===== src/hdl/ksd_pkg.sv =====
`default_nettype none
// ----------------------------------------------------------------------------
// ksd_pkg
// types, request codes and character tables for the scancode decoder
// ----------------------------------------------------------------------------
package ksd_pkg;

    localparam logic [1:0] REQ_SCAN  = 2'd0;
    localparam logic [1:0] REQ_POP   = 2'd1;
    localparam logic [1:0] REQ_QUERY = 2'd2;

    localparam logic [6:0] SHIFT_LEFT_CODE  = 7'h2A;
    localparam logic [6:0] SHIFT_RIGHT_CODE = 7'h36;
    localparam logic [6:0] NO_CHAR          = 7'h3F;
    localparam int         KEY_COUNT        = 128;

    typedef struct packed {
        logic [1:0] req_type;
        logic [7:0] code_byte;
    } ksd_req_t;

    typedef struct packed {
        logic       char_valid;
        logic [6:0] char_code;
        logic [6:0] event_scancode;
        logic       event_pressed;
        logic       event_empty;
        logic       key_down;
        logic       event_dropped;
    } ksd_rsp_t;

    // unshifted character of a key, NO_CHAR where nothing prints
    function automatic logic [6:0] plain_char(input logic [6:0] key);
        logic [6:0] c;
        c = NO_CHAR;
        case (key)
            7'd2:  c = 7'h31;
            7'd3:  c = 7'h32;
            7'd4:  c = 7'h33;
            7'd5:  c = 7'h34;
            7'd6:  c = 7'h35;
            7'd7:  c = 7'h36;
            7'd8:  c = 7'h37;
            7'd9:  c = 7'h38;
            7'd10: c = 7'h39;
            7'd11: c = 7'h30;
            7'd12: c = 7'h2D;
            7'd13: c = 7'h3D;
            7'd16: c = 7'h71;
            7'd17: c = 7'h77;
            7'd18: c = 7'h65;
            7'd19: c = 7'h72;
            7'd20: c = 7'h74;
            7'd21: c = 7'h79;
            7'd22: c = 7'h75;
            7'd23: c = 7'h69;
            7'd24: c = 7'h6F;
            7'd25: c = 7'h70;
            7'd26: c = 7'h5B;
            7'd27: c = 7'h5D;
            7'd28: c = 7'h0A;
            7'd30: c = 7'h61;
            7'd31: c = 7'h73;
            7'd32: c = 7'h64;
            7'd33: c = 7'h66;
            7'd34: c = 7'h67;
            7'd35: c = 7'h68;
            7'd36: c = 7'h6A;
            7'd37: c = 7'h6B;
            7'd38: c = 7'h6C;
            7'd39: c = 7'h3B;
            7'd40: c = 7'h27;
            7'd41: c = 7'h60;
            7'd43: c = 7'h5C;
            7'd44: c = 7'h7A;
            7'd45: c = 7'h78;
            7'd46: c = 7'h63;
            7'd47: c = 7'h76;
            7'd48: c = 7'h62;
            7'd49: c = 7'h6E;
            7'd50: c = 7'h6D;
            7'd51: c = 7'h2C;
            7'd52: c = 7'h2E;
            7'd53: c = 7'h2F;
            7'd57: c = 7'h20;
            default: c = NO_CHAR;
        endcase
        return c;
    endfunction

    // shifted character of a key, NO_CHAR where nothing prints
    function automatic logic [6:0] shifted_char(input logic [6:0] key);
        logic [6:0] c;
        c = NO_CHAR;
        case (key)
            7'd2:  c = 7'h21;
            7'd3:  c = 7'h40;
            7'd4:  c = 7'h23;
            7'd5:  c = 7'h24;
            7'd6:  c = 7'h25;
            7'd7:  c = 7'h5E;
            7'd8:  c = 7'h26;
            7'd9:  c = 7'h2A;
            7'd10: c = 7'h28;
            7'd11: c = 7'h29;
            7'd12: c = 7'h5F;
            7'd13: c = 7'h2B;
            7'd16: c = 7'h51;
            7'd17: c = 7'h57;
            7'd18: c = 7'h45;
            7'd19: c = 7'h52;
            7'd20: c = 7'h54;
            7'd21: c = 7'h59;
            7'd22: c = 7'h55;
            7'd23: c = 7'h49;
            7'd24: c = 7'h4F;
            7'd25: c = 7'h50;
            7'd26: c = 7'h7B;
            7'd27: c = 7'h7D;
            7'd28: c = 7'h0A;
            7'd30: c = 7'h41;
            7'd31: c = 7'h53;
            7'd32: c = 7'h44;
            7'd33: c = 7'h46;
            7'd34: c = 7'h47;
            7'd35: c = 7'h48;
            7'd36: c = 7'h4A;
            7'd37: c = 7'h4B;
            7'd38: c = 7'h4C;
            7'd39: c = 7'h3A;
            7'd40: c = 7'h22;
            7'd41: c = 7'h7E;
            7'd43: c = 7'h7C;
            7'd44: c = 7'h5A;
            7'd45: c = 7'h58;
            7'd46: c = 7'h43;
            7'd47: c = 7'h56;
            7'd48: c = 7'h42;
            7'd49: c = 7'h4E;
            7'd50: c = 7'h4D;
            7'd51: c = 7'h3C;
            7'd52: c = 7'h3E;
            7'd57: c = 7'h20;
            default: c = NO_CHAR;
        endcase
        return c;
    endfunction

endpackage
`default_nettype wire


===== src/hdl/keyboard_scancode_decoder.sv =====
`default_nettype none
// ----------------------------------------------------------------------------
// keyboard_scancode_decoder
// set-1 scancode decoder with key map, shift tracking and event ring
// ----------------------------------------------------------------------------
//  channel | signals                      | direction | content
//  --------+------------------------------+-----------+-------------------------
//  req     | req_valid, req_ready, req    | in        | request type, code byte
//  rsp     | rsp_valid, rsp_ready, rsp    | out       | one result per request
//
//  one request transfer per cycle sustained while rsp is ready; a result
//  goes through the request stage, then the result register, and can
//  transfer from the result register
//  the extra stage comes from the registered read port of the event ring
//  reset clears key map, shift, ring pointers and both stage valids; the
//  ring storage itself is not cleared, only written entries are ever popped
//  a stalled rsp holds the result register, then the request stage, then req
// ----------------------------------------------------------------------------
module keyboard_scancode_decoder
    import ksd_pkg::*;
#(
    parameter int EVENT_DEPTH = 64
)(
    input  wire logic     clk,
    input  wire logic     rst_n,
    input  wire logic     req_valid,
    output logic          req_ready,
    input  wire ksd_req_t req,
    output logic          rsp_valid,
    input  wire logic     rsp_ready,
    output ksd_rsp_t      rsp
);

    localparam int PTR_W = (EVENT_DEPTH > 1) ? $clog2(EVENT_DEPTH) : 1;
    localparam logic [PTR_W-1:0] PTR_LAST = PTR_W'(EVENT_DEPTH - 1);

    // per-key down flags, cleared at reset
    logic [KEY_COUNT-1:0] key_map_reg;
    logic [KEY_COUNT-1:0] key_map_next;
    logic                 shift_reg;
    logic                 shift_next;
    logic [PTR_W-1:0]     wr_ptr_reg;
    logic [PTR_W-1:0]     wr_ptr_next;
    logic [PTR_W-1:0]     rd_ptr_reg;
    logic [PTR_W-1:0]     rd_ptr_next;

    // event ring storage: bit 7 pressed flag, bits 6..0 key code
    logic [7:0] ev_mem [EVENT_DEPTH];
    logic [7:0] ev_rdata_reg;

    // request stage
    logic     s1_valid_reg;
    ksd_rsp_t s1_res_reg;
    logic     s1_pop_reg;
    ksd_rsp_t s1_res_next;
    logic     s1_pop_next;

    // result register
    logic     rsp_valid_reg;
    ksd_rsp_t rsp_reg;
    ksd_rsp_t rsp_next;

    logic       req_xfer;
    logic       s1_advance;
    logic [6:0] key;
    logic       pressed;
    logic [PTR_W-1:0] wr_ptr_inc;
    logic [PTR_W-1:0] rd_ptr_inc;
    logic       ring_full;
    logic       ring_empty;
    logic       shift_eff;
    logic [6:0] char_sel;
    logic       ev_write;
    logic       ev_read;

    // handshake: each stage moves when the one after it has room
    assign s1_advance = !rsp_valid_reg || rsp_ready;
    assign req_ready  = !s1_valid_reg || s1_advance;
    assign req_xfer   = req_valid && req_ready;

    assign key     = req.code_byte[6:0];
    assign pressed = !req.code_byte[7];

    assign wr_ptr_inc = (wr_ptr_reg == PTR_LAST) ? '0 : wr_ptr_reg + 1'b1;
    assign rd_ptr_inc = (rd_ptr_reg == PTR_LAST) ? '0 : rd_ptr_reg + 1'b1;
    // ring keeps one slot free so full and empty differ
    assign ring_full  = (wr_ptr_inc == rd_ptr_reg);
    assign ring_empty = (wr_ptr_reg == rd_ptr_reg);

    // shift state of this scancode counts for its own lookup
    assign shift_eff = (key == SHIFT_LEFT_CODE || key == SHIFT_RIGHT_CODE)
                       ? pressed : shift_reg;
    assign char_sel  = shift_eff ? shifted_char(key) : plain_char(key);

    always_comb
    begin
        key_map_next = key_map_reg;
        shift_next   = shift_reg;
        wr_ptr_next  = wr_ptr_reg;
        rd_ptr_next  = rd_ptr_reg;
        s1_res_next  = '0;
        s1_pop_next  = 1'b0;
        ev_write     = 1'b0;
        ev_read      = 1'b0;
        if (req_xfer)
        begin
            unique case (req.req_type)
                REQ_SCAN:
                begin
                    key_map_next[key] = pressed;
                    shift_next        = shift_eff;
                    if (ring_full)
                    begin
                        s1_res_next.event_dropped = 1'b1;
                    end
                    else
                    begin
                        ev_write    = 1'b1;
                        wr_ptr_next = wr_ptr_inc;
                    end
                    // '?' entries and keys past the table give no character
                    if (pressed && char_sel != NO_CHAR)
                    begin
                        s1_res_next.char_valid = 1'b1;
                        s1_res_next.char_code  = char_sel;
                    end
                end
                REQ_POP:
                begin
                    if (ring_empty)
                    begin
                        s1_res_next.event_empty = 1'b1;
                    end
                    else
                    begin
                        ev_read     = 1'b1;
                        s1_pop_next = 1'b1;
                        rd_ptr_next = rd_ptr_inc;
                    end
                end
                REQ_QUERY:
                begin
                    if (!req.code_byte[7])
                    begin
                        s1_res_next.key_down = key_map_reg[key];
                    end
                end
                default:
                begin
                    // reserved type: all-zero result, no state change
                end
            endcase
        end
    end

    // merge popped event data into the result
    always_comb
    begin
        rsp_next = s1_res_reg;
        if (s1_pop_reg)
        begin
            rsp_next.event_scancode = ev_rdata_reg[6:0];
            rsp_next.event_pressed  = ev_rdata_reg[7];
        end
    end

    always_ff @(posedge clk)
    begin
        if (ev_write)
        begin
            ev_mem[wr_ptr_reg] <= {pressed, key};
        end
        if (ev_read)
        begin
            ev_rdata_reg <= ev_mem[rd_ptr_reg];
        end
    end

    always_ff @(posedge clk or negedge rst_n)
    begin
        if (!rst_n)
        begin
            key_map_reg   <= '0;
            shift_reg     <= 1'b0;
            wr_ptr_reg    <= '0;
            rd_ptr_reg    <= '0;
            s1_valid_reg  <= 1'b0;
            rsp_valid_reg <= 1'b0;
        end
        else
        begin
            key_map_reg <= key_map_next;
            shift_reg   <= shift_next;
            wr_ptr_reg  <= wr_ptr_next;
            rd_ptr_reg  <= rd_ptr_next;
            if (req_ready)
            begin
                s1_valid_reg <= req_valid;
            end
            if (s1_advance)
            begin
                rsp_valid_reg <= s1_valid_reg;
            end
        end
    end

    // stage payloads, no reset needed
    always_ff @(posedge clk)
    begin
        if (req_xfer)
        begin
            s1_res_reg <= s1_res_next;
            s1_pop_reg <= s1_pop_next;
        end
        if (s1_advance && s1_valid_reg)
        begin
            rsp_reg <= rsp_next;
        end
    end

    assign rsp_valid = rsp_valid_reg;
    assign rsp       = rsp_reg;

endmodule
`default_nettype wire


===== config.mk =====
export PLATFORM = sky130hd
export DESIGN_NAME = keyboard_scancode_decoder
export DESIGN_NICKNAME = d
export VERILOG_FILES = /design/src/hdl/ksd_pkg.sv /design/src/hdl/keyboard_scancode_decoder.sv
export SDC_FILE = /design/constraint.sdc
export NUM_CORES = 1
export LEC_CHECK = 0
export BUFFER_PORTS_ARGS = -buffer_cell sky130_fd_sc_hd__buf_2
export CAP_MARGIN = 0
export CORE_MARGIN = 2
export CORE_UTILIZATION = 63
export CTS_CLUSTER_SIZE = 24
export DETAILED_ROUTE_END_ITERATION = 6
export MAX_ROUTING_LAYER = met4
export PLACE_DENSITY = 0.8
export SYNTH_ARGS = -nofsm -noshare
export SYNTH_HDL_FRONTEND = slang
export SYNTH_SLANG_ARGS = --single-unit

===== constraint.sdc =====
create_clock -name clk -period 4 [get_ports clk]
set_clock_uncertainty 0.15 [all_clocks]
set_input_delay 0.6 -clock clk [delete_from_list [all_inputs] [get_ports clk]]
set_output_delay 0.6 -clock clk [all_outputs]
set_load 0.05 [all_outputs]

# Word level (Yosys, flattened, before mapping)

Memories as Yosys holds them, arrays and structs flattened. A register that Yosys moved wholly into a read port is not among the register bits.
Cells that the tools add are included.

Memory bits (read-only): 896
Logic and storage cells: 76
Register bits: 174
Memory bits (writable): 512
Memories kept: 3

Add/subtract/negate cells: 2
Bitwise gates (word level): 3
Reductions and logical operators: 16
Eq/ne operators: 9
$lt $le $gt $ge: 2
Multiplexer cells: 22

Memories:

| name             | words | width | read ports | clocked after memory_dff | write ports | line                            | text |
|---|---|---|---|---|---|---|---|
| ev_mem           | 64    | 8     | 1          | 1                        | 1           | keyboard_scancode_decoder.sv:48 | `logic [7:0] ev_mem [EVENT_DEPTH];` |
| (name not given) | 64    | 7     | 1          | 0                        | 0           | ksd_pkg.sv:36                   | `case (key)` |
| (name not given) | 64    | 7     | 1          | 0                        | 0           | ksd_pkg.sv:95                   | `case (key)` |

Operator list:

| kind                                                  | number |
|---|---|
| bitwise mux 128 bit                                   | 1 |
| two-way mux 7 bit                                     | 3 |
| == test 7 x 6 -> 1 bit, second input constant         | 2 |
| two-way mux 1 bit                                     | 13 |
| adder 6 x 1 -> 6 bit, second input constant           | 2 |
| == test 6 bit                                         | 2 |
| == test 6 bit, second input constant                  | 2 |
| two-way mux 6 bit                                     | 2 |
| < comparator 7 x 8 -> 1 bit, second input constant    | 1 |
| two-way mux 8 bit                                     | 1 |
| binary-select mux 1 bit (select 7 bit)                | 1 |
| demux 1 bit (select 7 bit)                            | 1 |
| >= comparator 7 x 1 -> 1 bit, second input constant   | 1 |
| inequality test 7 x 6 -> 1 bit, second input constant | 1 |
| AND reduction 3 bit                                   | 2 |
| logical AND 1 bit                                     | 4 |
| AND reduction 2 bit                                   | 2 |
| logical NOT 1 bit                                     | 3 |
| logical OR 1 bit                                      | 3 |
| inverter 1 bit                                        | 3 |
| == test 2 x 1 -> 1 bit, second input constant         | 1 |
| == test 2 bit, second input constant                  | 1 |
| logical NOT 2 bit                                     | 1 |
| OR reduction 2 bit                                    | 1 |

# Depth between registers and ports, before layout

Gate-level depths: netlist of the first run.

Word-level depth: 8
Gate-level depth with buffers: 13

# Worst setup path after synthesis of the first run

No wires, ideal clock.

Kind: reg-to-reg
From: register rsp_valid_reg, in the netlist rsp_valid
To: memory ev_mem[11][0] (enable)
Setup slack: 370 ps
Cell stages (with the launch flop): 8
Library setup time: 395 ps
Buffers on the path: 2
Data required time: 3,455 ps
Arrival time: 3,086 ps
Cells stage by stage: dfrtp_1 -> nand3b_1 -> nand2_1 -> nor3_1 -> o31ai_1 -> buf_2 -> buf_2 -> nor4_1

Longest elaborated chain between the ends: 7

RTL lines:

| item                                    | line                             | text |
|---|---|---|
| start: declaration                      | keyboard_scancode_decoder.sv:59  | `logic rsp_valid_reg;` |
| start signal: assignment                | keyboard_scancode_decoder.sv:202 | `rsp_valid_reg <= s1_valid_reg;` |
| logical NOT 1 bit                       | keyboard_scancode_decoder.sv:77  | `assign s1_advance = !rsp_valid_reg \|\| rsp_ready;` |
| logical OR 1 bit                        | keyboard_scancode_decoder.sv:77  |  |
| logical OR 1 bit                        | keyboard_scancode_decoder.sv:78  | `assign req_ready = !s1_valid_reg \|\| s1_advance;` |
| via req_ready                           | keyboard_scancode_decoder.sv:27  | `output logic req_ready,` |
| logical AND 1 bit                       | keyboard_scancode_decoder.sv:79  | `assign req_xfer = req_valid && req_ready;` |
| two-way mux 1 bit                       | keyboard_scancode_decoder.sv:105 | `if (req_xfer)` |
| two-way mux 1 bit                       | keyboard_scancode_decoder.sv:169 | `if (ev_write)` |
| two-way mux 1 bit (not written as such) | keyboard_scancode_decoder.sv:171 | `ev_mem[wr_ptr_reg] <= {pressed, key};` |
| end: declaration                        | keyboard_scancode_decoder.sv:48  |  |

The timed path passes the listed nets, and every way through them passes these cells.

# Worst setup path after layout of the first run

From: register wr_ptr_reg[0]
To: memory ev_mem[30][4] (enable)

Longest elaborated chain between the ends: 8

RTL lines:

| item                                                  | line                             | text |
|---|---|---|
| start: declaration                                    | keyboard_scancode_decoder.sv:42  | `logic [PTR_W-1:0] wr_ptr_reg;` |
| start signal: assignment                              | keyboard_scancode_decoder.sv:194 | `wr_ptr_reg <= wr_ptr_next;` |
| adder 6 x 1 -> 6 bit or == test 6 bit (tied branches) | keyboard_scancode_decoder.sv:84  | `assign wr_ptr_inc = (wr_ptr_reg == PTR_LAST) ? '0 : wr_ptr_reg + 1'b1;` |
| two-way mux 6 bit                                     | keyboard_scancode_decoder.sv:84  |  |
| == test 6 bit                                         | keyboard_scancode_decoder.sv:87  | `assign ring_full = (wr_ptr_inc == rd_ptr_reg);` |
| two-way mux 1 bit                                     | keyboard_scancode_decoder.sv:112 | `if (ring_full)` |
| two-way mux 1 bit                                     | keyboard_scancode_decoder.sv:107 | `unique case (req.req_type)` |
| two-way mux 1 bit                                     | keyboard_scancode_decoder.sv:105 |  |
| two-way mux 1 bit                                     | keyboard_scancode_decoder.sv:169 |  |
| two-way mux 1 bit (not written as such)               | keyboard_scancode_decoder.sv:171 |  |

Several ways; a longest one is shown, not always the timed one.

==> impl_summary.md, run 1 <==
Run status
The flow ran to the end, and the final reports show no timing, DRC or antenna violations.

Power and ir drop
IR analysis of the VDD net gives a maximum drop of between 0.0008 and 0.0009 V. Of the total power, registers draw 0.436. The internal power summed over all cells is roughly 14,000 µW. For this design the static power due to leakage is 0.01115 µW.

The share of total power dissipated in combinational logic is 0.238. Of the total power, the clock network draws 0.326. The power density normalized to cell area is 575.2 nW/µm².

Of the total power, the share spent switching nets is 0.2783. In this run the power spent charging and discharging nets is 5267 µW.

Setup path
The buffering stage count on the worst path with inverters included is 2. Among all stages on the critical path, the largest delay is contributed by sky130_fd_sc_hd__or4b_1. The endpoint identified for the worst register-to-register timing path is ev_mem[30][4]. STA classifies the critical path startpoint as a flop. The kind of cell with the highest combined delay along the critical path is simple AND/OR/NAND/NOR gates. The cell depth of the worst setup path is 10. The critical path goes through ha_1 > nand2_1 > nor2_1 > or3_1 > a31oi_1 > o31ai_2 > buf_4 > or4b_1 > nor2_1 > buf_4. The most critical setup path has its startpoint at wr_ptr_reg[0]. The startpoint identified for the worst register-to-register timing path is wr_ptr_reg[0]. The worst setup path is of the reg2reg kind. The largest fanout of any net on the critical path is 12. For flop-to-flop paths, the worst setup slack is around 0.21 ns. STA puts the critical path data arrival time at ~3.9 ns. Measured in cells, the most critical reg-to-reg path has a length of 10. The highest cell delay on the worst timing path is about 0.86 ns. STA classifies the critical path endpoint as a flop. For the worst setup path, the data required time is 4.14 ns. The endpoint of the worst setup timing path is ev_mem[30][4].

Layout
The repair_antennas step left the layout with diodes totalling 0. Counting the fill cells in the layout gives approximately 2.7k. The number of flip-flops in the largest register is between 500 and 600.

The net count of the finished layout is ~1.8k. The sequential standard cell area is roughly 20,000 µm². Of the cells placed in the final design, the portion with a size suffix greater than 1 is 0.2560. The library cell used most frequently in the layout, excluding fill and tap cells, is sky130_fd_sc_hd__edfxtp_1. In the final layout, the multi-input gates occupy around 8600 µm². The area growth from synthesis to layout is 11.82%. The top cell types in the final layout, fill and taps aside, are 551 x sky130_fd_sc_hd__edfxtp_1, 201 x sky130_fd_sc_hd__mux4_2, 152 x sky130_fd_sc_hd__o21ai_0. Leaving out filler cells and counting taps, the final layout contains about 2.5k.

Timing
The total setup violations reported at the end of the flow is 0. For the pin with the worst max-slew slack, the measured transition is 1.001 ns. Setup repair after global routing left no endpoint under its margin. The maximum clock frequency is 263.8 MHz. The minimum clock period after layout is roughly 3.8 ns.

The number of endpoints with negative hold slack in the final report is 0. The post-route setup TNS is 0 ns. The relative max-transition margin is 0.3325. In the finished design, the share of the clock period the worst path needs comes to 0.9479. The number of pins exceeding their max-slew limit in the final report came to 0.

Yosys
The synthesized cell area is 29,430 µm². In the synthesized netlist the dominant register cell turns out to be sky130_fd_sc_hd__edfxtp_1. After synthesis, the mean cell area works out to 16.96 µm². Ranked by total cell area, the synthesized netlist is headed by sky130_fd_sc_hd__edfxtp_1 56%, sky130_fd_sc_hd__mux4_2 15%, sky130_fd_sc_hd__dfrtp_1 12%. The number of cells produced by synthesis is between 1.5k and 2k. The count of flip-flops with a built-in enable after synthesis is 551.

Of the post-synthesis cell area, the dominant cell type holds 0.5623. The sequential cell area fraction in the yosys report is 0.6839. Of all flip-flops after synthesis, the portion carrying an async set or reset was 0.2061. Synthesis produced a netlist with a net count of roughly 1.8k. The total of flip-flops plus latches after synthesis is 694.

sky130_fd_sc_hd__edfxtp_1 takes more of the synthesized area than any other cell. During synthesis, Yosys emitted a total of 0 warnings. The number of distinct library cell variants in the gate-level netlist after synthesis is 68.

Floorplanning
The initial core utilization is 0.6347. The total number of placement rows is just under 80. In this run the vertical extent of the chip is roughly 220 µm.

The area of the die is 48,450 µm². The count of pins on the block boundary is 35. The die extent in x is about 220 µm. The area inside the core boundary is ~46,000 µm².

Placed design
The count of input and output buffers is 34. The number of placed cells counting well taps is 2,353. The congestion estimate from routability-driven global placement came to around 0.9. The HPWL after detailed placement is about 43,000 µm.

Drt
The detail route stage leaves a number of antenna-violating nets equal to 0. The number of iterations in the first detailed-routing pass is 6. The post-route DRC violation count is 0. The wire length reported by the detailed router is a little over 70,000 µm. Dividing the detail-routed via count by the number of cells gives a little under 7. For this block, the via count after detailed routing is 17.19k.

The violation count after the first detailed-route iteration is between 2k and 2.5k. Dividing the detail-routed wire length by the instance count gives between 20 and 30 µm.

Clock network
TritonCTS built the clock tree. The post-CTS repair timing setup buffer count is 0. For the worst-skew pair, the clock arrives at the later sink with an insertion delay of ~0.59 ns. The number of clock sinks is 694. The number of buffers created by CTS is between 60 and 70. The tree is rooted in a sky130_fd_sc_hd__clkbuf_16. After clock tree synthesis, the clock-pin slew on the worst setup and hold paths is 0.06 ns. The clock passes through at most 3 buffers.

CTS built an H-tree with a depth of 3.

Worst hold path
The class of the tightest hold or removal check is in2reg. Counting instances, the worst hold path has a depth of 2.

Global route
Global routing finished with a remaining overflow of 0. The number of global-route vias before repair came to 16.68k. The global-route wire length before repair is ~110,000 µm. The number of antenna violations at the first check in global routing was 0.

The largest net degree at the start of global routing is between 100 and 150. The global-route usage over all layers is 0.3120.

Job
Across the run, the number of max-cap violations was 0.
power by group through the flow:
stage | clock network, µW | logic, µW | registers, µW
finish | 6180 | 4500 | 8250
global route | 6500 | 4720 | 8270
CTS | 6230 | 4500 | 8250
detailed placement | 0 | 4440 | 8390
global placement | 0 | 4370 | 8380
floorplan | 0 | 3280 | 8250
layout make-up:
| type | instances | area share |
|---|---|---|
| inverters | 13 | 0.001483 |
| repair buffers | 161 | 0.03677 |
| flip-flops and latches | 694 | 0.6118 |
| multi-input cells | 879 | 0.2623 |
| clock buffers | 88 | 0.05529 |
| well taps | 607 | 0.02308 |
| clock inverters | 32 | 0.009202 |
cells by family (layout without fill, tap and decap cells):
family          Yosys count  after routing  synth area share
compound gates          369            369           0.08070
simple gates            268            268           0.04363
flops                   694            694            0.6839
fa+ha+maj                14             14          0.005953
mux                     214            214            0.1585
xor+xnor                 14             14          0.004167
buf+inv                 162            294           0.02313
cell usage after synthesis (all sizes together), types with 4 or more instances:
cell type  instances
buf               56
mux2i              7
ha                14
or2                4
nand4              6
o21ai            153
xnor2             11
nand2             71
nand3b             4
nor3               7
inv               12
nand3             19
dfrtp            143
nor4              10
nand2b            14
nor2              87
or3                6
a21o               4
mux4             201
clkbuf            93
a31oi             14
nor2b             13
mux2               6
edfxtp           551
a21oi             18
o31ai            137
and2              13
a311oi             4
through the flow:
| stage | utilization | worst slack, ns | power, µW | hold slack (ns) | instance area [µm²] |
|---|---|---|---|---|---|
| after floorplan | - | 0.3696 | 11530 | 0.1544 | 29430 |
| after global placement | 0.6638 | 0.4183 | 12750 | 0.2563 | 30770 |
| after detailed placement | 0.6638 | 0.3767 | 12830 | 0.2592 | 30770 |
| after CTS | 0.7098 | 0.2640 | 18980 | 0.06627 | 32910 |
| after global routing | 0.7098 | 0.1014 | 19480 | 0.08495 | 32910 |
| final | 0.7098 | 0.2086 | 18930 | 0.08556 | 32910 |
per-layer routing:
metal	wire, µm	track usage	share of wire	vias to the layer above
met2	35130	0.4898	0.50	1118
met4	2623	0.1159	0.037	0
li1	-	-	-	7162
met3	6876	0.05038	0.097	188
met1	26280	0.4194	0.37	8717
met5	0	-	0	-
worst reg2reg max path: stages (launching register included):
cell and delay [ns]:
sky130_fd_sc_hd__dfrtp_1 0.51, sky130_fd_sc_hd__ha_1 0.33, sky130_fd_sc_hd__nand2_1 0.13, sky130_fd_sc_hd__nor2_1 0.06, sky130_fd_sc_hd__or3_1 0.36, sky130_fd_sc_hd__a31oi_1 0.30
sky130_fd_sc_hd__o31ai_2 0.14, sky130_fd_sc_hd__buf_4 0.19, sky130_fd_sc_hd__or4b_1 0.86, sky130_fd_sc_hd__nor2_1 0.25, sky130_fd_sc_hd__buf_4 0.20
repair_timing:
| action | 4_1_cts | 5_1_grt |
|---|---|---|
| hold endpoints to repair | 29 | 0 |
| hold buffers | 1 | 0 |
| gates resized for setup | 0 | 0 |
worst min-delay path by stage:
stage | startpoint | to | slack [ns]
6_report | req_valid | s1_valid_reg | 0.09
5_1_grt | req_valid | s1_valid_reg | 0.08
4_1_cts | req_valid | s1_valid_reg | 0.07
3_5_place_dp | rsp_next[0] | rsp[0] | 0.26
3_3_place_gp | rsp_next[0] | rsp[0] | 0.26
2_1_floorplan | rst_n | key_map_reg[0] | 0.15
Power figures use the tool's default switching activity.
==> run 2, diff against run 1 <==
--- a/config.mk
+++ b/config.mk
@@ -8,11 +8,12 @@
 export BUFFER_PORTS_ARGS = -buffer_cell sky130_fd_sc_hd__buf_2
 export CAP_MARGIN = 0
 export CORE_MARGIN = 2
-export CORE_UTILIZATION = 63
+export CORE_UTILIZATION = 65
+export CTS_BUF_LIST = sky130_fd_sc_hd__clkbuf_8
 export CTS_CLUSTER_SIZE = 24
 export DETAILED_ROUTE_END_ITERATION = 6
 export MAX_ROUTING_LAYER = met4
-export PLACE_DENSITY = 0.8
+export PLACE_DENSITY = 0.82
 export SYNTH_ARGS = -nofsm -noshare
 export SYNTH_HDL_FRONTEND = slang
 export SYNTH_SLANG_ARGS = --single-unit
==> run 2 against run 1 <==
  * Critical path type unchanged
  * Critical path depth stayed put
  * Cell count is 1.8% higher
  * Core utilization is 2.7 points higher
  * Routed wire length is 0.25% lower
  * Via count is 0.12% higher
  * Count of clock-buffer cells in the layout is 24 higher
==> impl_summary.md, run 2 (same netlist as run 1, synthesis figures left out) <==
Timing
The number of pins exceeding their max-slew limit in the final report is 0 (unchanged). The final worst-path cycle share came to 0.9316 (-0.01629). The number of endpoints with negative hold slack in the final report came to 0 (unchanged).

The relative max-transition margin is 0.2616 (-0.07094). The minimum clock period after layout is 3.726 ns (-0.06515 ns). Setup repair after global routing left no endpoint under its margin. The worst-margin pin slew was 1.098 ns (+0.09629 ns). The total setup violations reported at the end of the flow is 0 (unchanged). The maximum clock frequency was 268.4 MHz (+1.7%). The post-route setup TNS is 0 ns (unchanged).

Clock network
The post-cts resize count came to 0 (unchanged). The clock insertion delay at the later pin of the skew report was 0.71 ns (+0.12 ns). The clock-pin slew reported for the worst setup and hold paths after clock tree synthesis came to 0.06 ns (about the same).

The master cell of the clock root buffer is sky130_fd_sc_hd__clkbuf_8. The maximum number of buffers from clock root to sink was 3 (unchanged). The number of buffers created by CTS is 104 (+55%). TritonCTS built the clock tree. The maximum level of the CTS H-tree is 3 (unchanged). The number of clock sinks is 694 (unchanged).

Global route
The number of global-route vias before repair is 17.21k (+3.2%). The global-route usage over all layers is 0.3203 (+0.008311). The final global-route overflow total is 0 (unchanged).

The number of antenna violations at the first check in global routing came to 0 (unchanged). The largest net degree at the start of global routing is 102 (-6.4%). The global-route wire length before repair came to 107,400 µm (+0.28%).

Worst hold path
The tightest min-delay check is of the in2reg type.

Layout
Leaving out fill and tap cells, the most frequent cell in the layout is sky130_fd_sc_hd__edfxtp_1. Relative to the synthesized area, the layout overhead comes to 11.15%. The top cell types in the final layout, fill and taps aside, are 551 x sky130_fd_sc_hd__edfxtp_1, 201 x sky130_fd_sc_hd__mux4_2, 152 x sky130_fd_sc_hd__o21ai_0.

The number of flip-flops in the largest register is 512 (unchanged). The final standard cell utilization of the core is 0.7364 (+0.02660). The fraction of final layout cells sized beyond drive strength 1 is 0.2618 (+0.005792). The number of nets in the finished design is 1,874 (+1.6%).

Floorplanning
The count of pins on the block boundary is 35 (unchanged). The area of the die is 46,990 µm² (-3.0%). The area inside the core boundary is 44,410 µm² (-4.2%). The die extent in x is 216.8 µm (-1.5%). The total number of placement rows is 77 (-2.5%). The initial core utilization is 0.6625 (+0.02779). The vertical die dimension is 216.8 µm (-1.5%).

Setup path
The reg-to-reg setup timing slack is 0.27 ns (+0.07 ns). The cell with the biggest individual delay on the critical path is sky130_fd_sc_hd__or3_1. The setup path with the least slack is of type reg2reg. The buffering stage count on the worst path with inverters included is 2 (unchanged). The element type at the critical path end is a flop. The highest cell delay on the worst timing path was 0.62 ns (-0.24 ns). Traced cell by cell, the critical path runs through ha_1 > nand2_1 > nor2_1 > or3_1 > a31oi_1 > o31ai_2 > buf_4 > or3_1 > nor2_1 > buf_4.

STA classifies the critical path startpoint as a flop. The critical path data required time is 4.27 ns (+0.13 ns). The largest fanout of any net on the critical path is 17 (+5). The data arrival at the endpoint of the critical path is 4.00 ns (+0.06 ns). On the critical path the largest part of the delay comes from simple AND/OR/NAND/NOR gates.

Placed design
The half-perimeter wire length after detailed placement is 43,530 µm (+1.6%). The weighted congestion at the end of routability-driven global placement is 0.9290 (+2.0%). The count of input and output buffers was 34 (unchanged).

Drt
The average wire per cell in the routed design is 28.09 µm (-2.0%). The number of vias per cell after detailed routing is 6.833 (-1.6%). The number of vias after detailed routing is 17.21k (+0.12%). The post-route DRC violation count is 0 (unchanged).

The wire length reported by the detailed router is 70,730 µm (-0.25%). The violation count after the first detailed-route iteration is 2,282 (+1.5%). The number of nets still failing antenna checks after routing was 0 (unchanged). The number of iterations in the first detailed-routing pass is 5 (-1).

Power and ir drop
The leakage dissipation came to 0.01121 µW (+0.55%). The power density normalized to cell area came to 561.0 nW/µm² (-2.5%). The peak supply drop is 0.0004920 V (-43%).

Run status
The flow ran to the end, and the final reports show no timing, DRC or antenna violations.

Job
The number of max-cap violations came to 0 (unchanged).
run 2: cell count changes in the layout (fill, tap and decap cells not counted), moves of 10 or more:
cell	delta
sky130_fd_sc_hd__inv_1	+30
sky130_fd_sc_hd__buf_4	-10
sky130_fd_sc_hd__clkbuf_16	-67
sky130_fd_sc_hd__clkinv_1	+15
sky130_fd_sc_hd__clkbuf_8	+106
sky130_fd_sc_hd__clkbuf_1	-14
run 2: area by class of cell:
class / instances / area (µm²)
Timing Repair Buffer: 154 / 1185
Tap cell: 592 / 740.7
Clock inverter: 73 / 422.9
Inverter: 13 / 48.80
Antenna cell: 1 / 2.502
Fill cell: 2453 / 11710
Multi-Input combinational cell: 879 / 8632
Sequential cell: 694 / 20130
Clock buffer: 112 / 1541
run 2: what timing repair did:
item | 4_1_cts | 5_1_grt
setup buffers | 0 | 0
endpoints found under the hold margin | 100 | 0
hold buffers | 2 | 0
run 2: worst paths after layout:
kind,end,cells after the start,start
max,ev_mem[9][7],10,wr_ptr_reg[0]
min,rsp_valid,3,rsp_ready
max reg2reg,ev_mem[9][7],10,wr_ptr_reg[0]
min reg2reg,rsp[13],0,rsp_next[13]
max in group asynchronous,key_map_reg[95],3,rst_n
min in group asynchronous,key_map_reg[12],2,rst_n
run 2: report_power, final:
group          switching (µW)  leakage (µW)  internal, µW
registers                 265       0.00694          8000
logic                    2410       0.00314          2160
clock network            2670       0.00112          2840
run 2: worst register-to-register path, cell delays in order, from the launching register on:
cell,delay (ns)
sky130_fd_sc_hd__dfrtp_1,0.50
sky130_fd_sc_hd__ha_1,0.34
sky130_fd_sc_hd__nand2_1,0.11
sky130_fd_sc_hd__nor2_1,0.05
sky130_fd_sc_hd__or3_1,0.36
sky130_fd_sc_hd__a31oi_1,0.32
sky130_fd_sc_hd__o31ai_2,0.17
sky130_fd_sc_hd__buf_4,0.24
sky130_fd_sc_hd__or3_1,0.62
sky130_fd_sc_hd__nor2_1,0.37
sky130_fd_sc_hd__buf_4,0.23
run 2: routing by layer:
| metal | global-route usage | vias up | share of wire |
|---|---|---|---|
| met3 | 0.05521 | 171 | 0.093 |
| met4 | 0.1199 | 0 | 0.035 |
| li1 | - | 7257 | - |
| met2 | 0.5098 | 1053 | 0.50 |
| met5 | - | - | 0 |
| met1 | 0.4244 | 8724 | 0.37 |
run 2: stage by stage:
stage	worst slack (ns)	instances	power, µW	instance area (µm²)	hold WS [ns]
3_5_place_dp	0.3364	2330	12920	30720	0.2545
5_1_grt	0.1022	2517	18900	32700	0.1296
6_report	0.2737	2518	18350	32710	0.07836
3_3_place_gp	0.5234	2330	12780	30720	0.2549
2_1_floorplan	0.3696	1735	11530	29430	0.1544
4_1_cts	0.3040	2517	18400	32700	0.04236
